==> src/lrubc_pkg.sv <==
// Package for the LRU block buffer cache core.
// Holds the request and result transaction types and the function and status codes.
// No dependencies.
package lrubc_pkg;

    // Request kinds
    localparam logic [2:0] FN_GET     = 3'd0;
    localparam logic [2:0] FN_RELEASE = 3'd1;
    localparam logic [2:0] FN_PIN     = 3'd2;
    localparam logic [2:0] FN_UNPIN   = 3'd3;
    localparam logic [2:0] FN_WRITE   = 3'd4;

    // Result status codes
    localparam logic [1:0] ST_OK     = 2'd0;
    localparam logic [1:0] ST_NOFREE = 2'd1;
    localparam logic [1:0] ST_RANGE  = 2'd2;

    // Reference count limits
    localparam logic [7:0] REFS_MAX = 8'hFF;

    typedef struct packed {
        logic [2:0]  func;
        logic [7:0]  device;
        logic [31:0] block_number;
        logic [4:0]  slot;
    } t_in;

    typedef struct packed {
        logic [4:0] slot_out;
        logic       hit;
        logic       read_needed;
        logic       write_needed;
        logic [1:0] status;
    } t_out;

endpackage

==> src/lru_block_buffer_cache_core.sv <==
// LRU block buffer cache core: buffer slot table with reference counts and recency order.
// Depends on lrubc_pkg (transaction types, function and status codes).
//
// Usage:
//   Request channel: i_in_valid / i_in_data / o_in_stall. A transaction is taken on a
//   clock edge with i_in_valid high and o_in_stall low. Result channel: o_out_valid /
//   o_out_data / i_out_stall, exactly one result per request, in request order.
//   One request is processed at a time; o_in_stall stays high from acceptance until the
//   result has been moved into the output register.
//   Each step runs through a single recency-memory read port and a single entry-memory
//   read port. A get first searches the recency order from the most recent end for a
//   matching tag; on a miss it then searches from the least recent end for a free slot,
//   also when no slot is free. A release of a slot that is not at the front shifts the
//   earlier positions back by one and writes the slot to the front. Pin, unpin and
//   write update the entry in place; a bad slot or unknown function goes straight to
//   the result.
//   Reset (i_rst_n low, synchronous) empties the table at once: all slots read as
//   device 0, block 0, count 0, invalid, clean, and the recency order is ascending.
//   No clearing pass is needed. When the receiver stalls, the result is held in the
//   output register; a finished request then waits before releasing the request channel.
module lru_block_buffer_cache_core
    import lrubc_pkg::*;
#(
    parameter int NUM_BUFFERS = 32
) (
    input  logic i_clk,
    input  logic i_rst_n,
    input  logic i_in_valid,
    input  t_in  i_in_data,
    output logic o_in_stall,
    output logic o_out_valid,
    output t_out o_out_data,
    input  logic i_out_stall
);

    localparam int IW = $clog2(NUM_BUFFERS);
    localparam int CW = IW + 1;
    localparam logic [IW-1:0] LAST_IX = IW'(NUM_BUFFERS - 1);
    localparam logic [CW-1:0] NUM_C   = CW'(NUM_BUFFERS);

    // Sequencer states
    localparam logic [3:0] S_IDLE  = 4'd0;
    localparam logic [3:0] S_RMW   = 4'd1;
    localparam logic [3:0] S_HSCAN = 4'd2;
    localparam logic [3:0] S_MSCAN = 4'd3;
    localparam logic [3:0] S_FSCAN = 4'd4;
    localparam logic [3:0] S_SHRD  = 4'd5;
    localparam logic [3:0] S_SHWR  = 4'd6;
    localparam logic [3:0] S_FRONT = 4'd7;
    localparam logic [3:0] S_DONE  = 4'd8;

    typedef struct packed {
        logic [7:0]  device;
        logic [31:0] block;
        logic [7:0]  refs;
    } t_ent;

    // Control registers
    logic [3:0]    r_state, n_state;
    logic [CW-1:0] r_iss, n_iss;
    logic          r_p1, n_p1;
    logic          r_p2, n_p2;
    logic [IW-1:0] r_c2, n_c2;
    logic [IW-1:0] r_pos, n_pos;
    logic [IW-1:0] r_j, n_j;
    logic          r_out_valid;
    t_in           r_req, n_req;
    t_out          r_res, n_res;
    t_out          r_out;

    // Memories and their per-entry written bits
    logic [IW-1:0]          r_rec_mem [NUM_BUFFERS];
    t_ent                   r_ent_mem [NUM_BUFFERS];
    logic [NUM_BUFFERS-1:0] r_rec_vld;
    logic [NUM_BUFFERS-1:0] r_ent_vld;
    logic [NUM_BUFFERS-1:0] r_valid;
    logic [NUM_BUFFERS-1:0] r_dirty;

    logic [IW-1:0] r_rec_q, r_rec_aq;
    logic          r_rec_iq;
    t_ent          r_ent_q;
    logic          r_ent_iq;

    // Port controls
    logic [IW-1:0] rec_raddr, rec_waddr, rec_wdata;
    logic          rec_we;
    logic [IW-1:0] ent_raddr, ent_waddr;
    t_ent          ent_wdata;
    logic          ent_we;
    logic [IW-1:0] flag_ix;
    logic          valid_set, dirty_set, dirty_clr;

    logic          in_acc;
    logic [IW-1:0] rec_eff;
    t_ent          ent_eff;
    logic [IW-1:0] s_ix;
    logic          load_out;

    assign in_acc      = i_in_valid && !o_in_stall;
    assign o_in_stall  = (r_state != S_IDLE);
    assign o_out_valid = r_out_valid;
    assign o_out_data  = r_out;

    // Unwritten entries read as their reset values
    assign rec_eff  = r_rec_iq ? r_rec_q : r_rec_aq;
    assign ent_eff  = r_ent_iq ? r_ent_q : '0;
    assign s_ix     = IW'(r_req.slot);
    assign load_out = (r_state == S_DONE) && (!r_out_valid || !i_out_stall);

    // Sequencer
    always_comb begin
        n_state   = r_state;
        n_iss     = r_iss;
        n_p1      = 1'b0;
        n_p2      = 1'b0;
        n_c2      = r_c2;
        n_pos     = r_pos;
        n_j       = r_j;
        n_req     = r_req;
        n_res     = r_res;
        rec_raddr = '0;
        rec_waddr = '0;
        rec_wdata = '0;
        rec_we    = 1'b0;
        ent_raddr = '0;
        ent_waddr = '0;
        ent_wdata = ent_eff;
        ent_we    = 1'b0;
        flag_ix   = '0;
        valid_set = 1'b0;
        dirty_set = 1'b0;
        dirty_clr = 1'b0;

        case (r_state)
            S_IDLE: begin
                if (in_acc) begin
                    n_req = i_in_data;
                    n_res = '0;
                    n_iss = '0;
                    n_pos = '0;
                    if (i_in_data.func == FN_GET) begin
                        n_state = S_HSCAN;
                    end else if (i_in_data.func > FN_WRITE) begin
                        n_state = S_DONE;
                    end else if ({27'd0, i_in_data.slot} >= 32'(NUM_BUFFERS)) begin
                        n_res.slot_out = i_in_data.slot;
                        n_res.status   = ST_RANGE;
                        n_state        = S_DONE;
                    end else begin
                        ent_raddr = IW'(i_in_data.slot);
                        n_state   = S_RMW;
                    end
                end
            end

            // Count update for release, pin and unpin; dirty marking for write
            S_RMW: begin
                n_res.slot_out = r_req.slot;
                ent_waddr      = s_ix;
                n_state        = S_DONE;
                case (r_req.func)
                    FN_RELEASE, FN_UNPIN: begin
                        if (ent_eff.refs == '0) begin
                            n_res.status = ST_RANGE;
                        end else begin
                            ent_wdata.refs = ent_eff.refs - 8'd1;
                            ent_we         = 1'b1;
                        end
                        if (r_req.func == FN_RELEASE) begin
                            n_state = S_FSCAN;
                        end
                    end
                    FN_PIN: begin
                        if (ent_eff.refs == REFS_MAX) begin
                            n_res.status = ST_RANGE;
                        end else begin
                            ent_wdata.refs = ent_eff.refs + 8'd1;
                            ent_we         = 1'b1;
                        end
                    end
                    FN_WRITE: begin
                        dirty_set          = 1'b1;
                        flag_ix            = s_ix;
                        n_res.write_needed = 1'b1;
                    end
                    default: begin
                        n_state = S_DONE;
                    end
                endcase
            end

            // Most-to-least recent search for a matching tag
            S_HSCAN: begin
                if (r_iss < NUM_C) begin
                    rec_raddr = r_iss[IW-1:0];
                    n_iss     = r_iss + 1'b1;
                    n_p1      = 1'b1;
                end
                if (r_p1) begin
                    ent_raddr = rec_eff;
                    n_c2      = rec_eff;
                    n_p2      = 1'b1;
                end
                if (r_p2) begin
                    if (ent_eff.device == r_req.device && ent_eff.block == r_req.block_number) begin
                        if (ent_eff.refs == REFS_MAX) begin
                            n_res.status = ST_RANGE;
                        end else begin
                            ent_wdata.refs = ent_eff.refs + 8'd1;
                            ent_we         = 1'b1;
                        end
                        ent_waddr         = r_c2;
                        valid_set         = 1'b1;
                        flag_ix           = r_c2;
                        n_res.slot_out    = 5'(r_c2);
                        n_res.hit         = 1'b1;
                        n_res.read_needed = !r_valid[r_c2];
                        n_state           = S_DONE;
                    end else if (r_pos == LAST_IX) begin
                        n_iss   = '0;
                        n_pos   = '0;
                        n_p1    = 1'b0;
                        n_p2    = 1'b0;
                        n_state = S_MSCAN;
                    end else begin
                        n_pos = r_pos + 1'b1;
                    end
                end
            end

            // Least-to-most recent search for a free slot
            S_MSCAN: begin
                if (r_iss < NUM_C) begin
                    rec_raddr = LAST_IX - r_iss[IW-1:0];
                    n_iss     = r_iss + 1'b1;
                    n_p1      = 1'b1;
                end
                if (r_p1) begin
                    ent_raddr = rec_eff;
                    n_c2      = rec_eff;
                    n_p2      = 1'b1;
                end
                if (r_p2) begin
                    if (ent_eff.refs == '0) begin
                        ent_we            = 1'b1;
                        ent_waddr         = r_c2;
                        ent_wdata.device  = r_req.device;
                        ent_wdata.block   = r_req.block_number;
                        ent_wdata.refs    = 8'd1;
                        valid_set         = 1'b1;
                        dirty_clr         = 1'b1;
                        flag_ix           = r_c2;
                        n_res.slot_out    = 5'(r_c2);
                        n_res.read_needed = 1'b1;
                        n_state           = S_DONE;
                    end else if (r_pos == LAST_IX) begin
                        n_res.status = ST_NOFREE;
                        n_state      = S_DONE;
                    end else begin
                        n_pos = r_pos + 1'b1;
                    end
                end
            end

            // Find the recency position of the released slot
            S_FSCAN: begin
                if (r_iss < NUM_C) begin
                    rec_raddr = r_iss[IW-1:0];
                    n_iss     = r_iss + 1'b1;
                    n_p1      = 1'b1;
                end
                if (r_p1) begin
                    if (rec_eff == s_ix) begin
                        n_p1 = 1'b0;
                        if (r_pos == '0) begin
                            n_state = S_DONE;
                        end else begin
                            n_j     = r_pos;
                            n_state = S_SHRD;
                        end
                    end else begin
                        n_pos = r_pos + 1'b1;
                    end
                end
            end

            // Shift earlier positions back by one
            S_SHRD: begin
                rec_raddr = r_j - 1'b1;
                n_state   = S_SHWR;
            end

            S_SHWR: begin
                rec_we    = 1'b1;
                rec_waddr = r_j;
                rec_wdata = rec_eff;
                if (r_j == IW'(1)) begin
                    n_state = S_FRONT;
                end else begin
                    n_j     = r_j - 1'b1;
                    n_state = S_SHRD;
                end
            end

            S_FRONT: begin
                rec_we    = 1'b1;
                rec_waddr = '0;
                rec_wdata = s_ix;
                n_state   = S_DONE;
            end

            S_DONE: begin
                if (load_out) begin
                    n_state = S_IDLE;
                end
            end

            default: begin
                n_state = S_IDLE;
            end
        endcase
    end

    // Control state
    always_ff @(posedge i_clk) begin
        if (!i_rst_n) begin
            r_state     <= S_IDLE;
            r_p1        <= 1'b0;
            r_p2        <= 1'b0;
            r_out_valid <= 1'b0;
            r_rec_vld   <= '0;
            r_ent_vld   <= '0;
            r_valid     <= '0;
            r_dirty     <= '0;
        end else begin
            r_state <= n_state;
            r_p1    <= n_p1;
            r_p2    <= n_p2;
            if (load_out) begin
                r_out_valid <= 1'b1;
            end else if (!i_out_stall) begin
                r_out_valid <= 1'b0;
            end
            if (rec_we) begin
                r_rec_vld[rec_waddr] <= 1'b1;
            end
            if (ent_we) begin
                r_ent_vld[ent_waddr] <= 1'b1;
            end
            if (valid_set) begin
                r_valid[flag_ix] <= 1'b1;
            end
            if (dirty_set) begin
                r_dirty[flag_ix] <= 1'b1;
            end else if (dirty_clr) begin
                r_dirty[flag_ix] <= 1'b0;
            end
        end
    end

    // Datapath registers
    always_ff @(posedge i_clk) begin
        r_iss <= n_iss;
        r_c2  <= n_c2;
        r_pos <= n_pos;
        r_j   <= n_j;
        r_req <= n_req;
        r_res <= n_res;
        if (load_out) begin
            r_out <= r_res;
        end
    end

    // Recency memory: one write, one registered read
    always_ff @(posedge i_clk) begin
        if (rec_we) begin
            r_rec_mem[rec_waddr] <= rec_wdata;
        end
        r_rec_q  <= r_rec_mem[rec_raddr];
        r_rec_iq <= r_rec_vld[rec_raddr];
        r_rec_aq <= rec_raddr;
    end

    // Entry memory: tag and count, one write, one registered read
    always_ff @(posedge i_clk) begin
        if (ent_we) begin
            r_ent_mem[ent_waddr] <= ent_wdata;
        end
        r_ent_q  <= r_ent_mem[ent_raddr];
        r_ent_iq <= r_ent_vld[ent_raddr];
    end

endmodule

==> config.mk <==
export PLATFORM = sky130hd
export DESIGN_NAME = lru_block_buffer_cache_core
export DESIGN_NICKNAME = d
export VERILOG_FILES = /design/src/lrubc_pkg.sv /design/src/lru_block_buffer_cache_core.sv
export SDC_FILE = /design/constraint.sdc
export NUM_CORES = 2
export LEC_CHECK = 0
export BUFFER_PORTS_ARGS = -buffer_cell sky130_fd_sc_hd__clkbuf_2
export CAP_MARGIN = 25
export CORE_MARGIN = 1
export CORE_UTILIZATION = 44
export DETAILED_ROUTE_END_ITERATION = 10
export PLACE_DENSITY = 0.58
export SETUP_SLACK_MARGIN = 0.4
export SLEW_MARGIN = 0
export SYNTH_ARGS = -nofsm -noshare
export SYNTH_HDL_FRONTEND = slang
export SYNTH_SLANG_ARGS = --single-unit
==> constraint.sdc <==
create_clock -name i_clk -period 8.5 [get_ports i_clk]
set_input_delay 2.55 -clock i_clk [delete_from_list [all_inputs] [get_ports i_clk]]
set_output_delay 2.55 -clock i_clk [all_outputs]
set_load 0.005 [all_outputs]
==> reports/qor.csv <==
metric,value,unit
largest net degree at the start of global routing,146,
fin crit period,5960,ps
final wirelength,224000,µm
post-place instance area,0.0822,mm²
via/cell ratio,5.93,
Final setup viols,0,
Post-Syn Instances,6209,
Worst Tran Pin Value,1100,ps
WS Path Type,reg2reg,
vias in the first global route,49200,
WP data required,8970,ps
CTS tree,built,
first-pass GRT wire length,330000,µm
Register-to-Register Setup Slack,2540,ps
"Seq/Total Area, Yosys",0.723,
Hold Crit Class,reg2reg,
num rows,154,
Max Fanout on Critical Path,60,
routed vias,51700,
most frequent cells in the layout,"nand2_1 (1852), edfxtp_1 (1785), nand3_1 (417)",
setup ws final,2540,ps
Tcrit/Tclk final,0.701,
VDD IR max,0.176,mV
Setup TNS Final,0,ps
DR pass1 iterations,7,
Worst setup SP type,flop,
DIE HEIGHT,425,µm
FMAX,0.168,GHz
final core occ,0.505,
cts bufs inserted,197,
Synth warnings,0,
max-cap violations,0,
Die X-Extent,425,µm
DRC viols,0,
Yosys top cell area share,0.682,
DP Cell Count,8338,
PD cells,276,mW/mm²
Yosys top cell by area,edfxtp_1,
max-slew violations,0,
initial antenna violation count,0,
layout cells sized above 1,0.0975,
Root Driver,clkbuf_16,
Mapped Nets,6275,
post-synthesis average cell area,12.7,µm²
number of synthesized flops with an enable pin,1785,
top post-synthesis cells by area,"edfxtp_1 (68%), nand2_1 (8.8%), dfxtp_1 (4.2%), a311oi_1 (3.8%), nand3_1 (2.7%)",
wire length per cell,25.7,µm
number of routed nets with antenna violations,0,
Antenna diodes,0,
"commonest non-fill, non-tap cell in the layout",nand2_1,
GRT Total Usage,0.245,
I/O pin total,64,
RSZ-0062 raised after global routing,no,
CTS Sinks,1948,
fin nets,6278,
asr flop ratio synth,0,
Synth cell types,80,
synthesized cell area,0.0786,mm²
Core ar.,0.177,mm²
H-Tree Depth,4,
DR iter-0 viols,5635,
Initial Util,0.444,
CP Capture Type,flop,
status,"complete, no violations",
clk slew on worst S/H paths,70,ps
Post-DP HPWL,119000,µm
Post-Place Worst Slack,2400,ps
Die ar.,0.180,mm²
Hold Fails Final Rpt,0,
Area growth syn-to-layout,13.5,%
Final Skew,38.4,ps
Clock Path Buffers,3,
Non-Filler Instances,8728,
CTS hold repair buffers,0,
arrival time at the worst endpoint,6420,ps
I/O Buffers,63,
Yosys reg bits,1948,
Resized Gates After CTS,0,
dominant register cell in the synthesized netlist,edfxtp_1,
global placement routability congestion,0.873,
post-route cell area,0.0892,mm²
Slew headroom,0.270,
global route total overflow,0,
leakage,30.5,nW
postcts setup bufs,0,
Worst-Skew Late Latency,860,ps
layout make-up:
class	count	area, µm²
Fill cell	15100	87600
Sequential cell	1948	56900
Multi-Input combinational cell	3811	20300
Clock buffer	270	5510
Tap cell	2340	2930
Timing Repair Buffer	223	2350
Clock inverter	105	1180
Inverter	31	116
synthesized netlist by cell type, types with 6 or more instances:
cell type,instances
ha_1,14
mux2i_1,31
clkbuf_1,255
a211oi_2,6
edfxtp_1,1785
mux2_2,7
o22ai_1,23
and3_1,253
dfxtp_1,163
o31a_1,6
nand3_1,417
o21ai_1,8
and2_1,7
nand4b_1,17
nor3_1,26
nand2_1,1853
xnor2_1,13
buf_1,38
buf_4,7
nand2b_1,14
nor2b_1,11
a22oi_1,33
buf_2,116
nand4_1,25
mux4_2,10
o211ai_1,29
o21ai_0,75
a311oi_1,343
a31oi_1,66
o31ai_1,7
a21oi_1,60
nor2_1,194
a211oi_1,66
nor4_1,57
or3_1,9
xor2_1,22
o21a_1,36
inv_1,27
registers in the layout, indices dropped and copies added (netlist names), 4 cells and up:
signal      count
r_valid        32
s_ix            5
r_req          43
r_rec_q         5
r_ent_mem    1536
r_state         4
r_ent_vld      32
r_j             5
r_res          10
o_out_data     10
r_rec_mem     160
r_c2            5
r_ent_q        48
r_rec_aq        5
r_iss           6
r_rec_vld      32
r_pos           5
cells by family after synthesis:
family,Yosys count,share of synthesized area
AO/OA/AOI/OAI,797,0.0769
multiplexers,48,0.00781
flip-flops,1948,0.723
adder cells (fa/ha/maj),14,0.00223
buffers and inverters,450,0.0239
AND/OR/NAND/NOR,2917,0.162
XOR/XNOR,35,0.00390
per-layer routing:
layer	global-route usage	up-vias	routed length, µm
met5	0	-	0
met4	0.0798	0	6790
met3	0.0353	368	16200
met2	0.388	2148	105000
met1	0.349	26200	95800
li1	-	23100	-
critical path: stages (launching register included):
cell and delay [ps]:
dfxtp_4 760, buf_4 590, nand4b_1 160, o22ai_1 170
a21oi_1 140, nor4_1 470, nand2_1 390, or3_1 770
a211o_1 540, a21oi_4 600, buf_4 810
report_power, final:
part	switching (mW)	internal (mW)
Sequential	0.472	11.5
Clock	3.71	5.17
Combinational	2.72	1.12
through the flow:
| stage | power [mW] | hold slack (ps) |
|---|---|---|
| floorplan | 14.3 | 400 |
| global placement | 15.7 | 408 |
| detailed placement | 15.8 | 413 |
| CTS | 24.7 | 428 |
| global route | 25.5 | 430 |
| finish | 24.7 | 425 |
path summary, 6_finish.rpt:
| path | from | end | depth (start not counted) |
|---|---|---|---|
| setup / recovery | r_ent_iq | r_ent_mem[16][34] | 10 |
| hold / removal | r_res[5] | o_out_data[5] | 0 |
| setup reg to reg | r_ent_iq | r_ent_mem[16][34] | 10 |
| hold reg to reg | r_res[5] | o_out_data[5] | 0 |
Power figures use the tool's default switching activity.
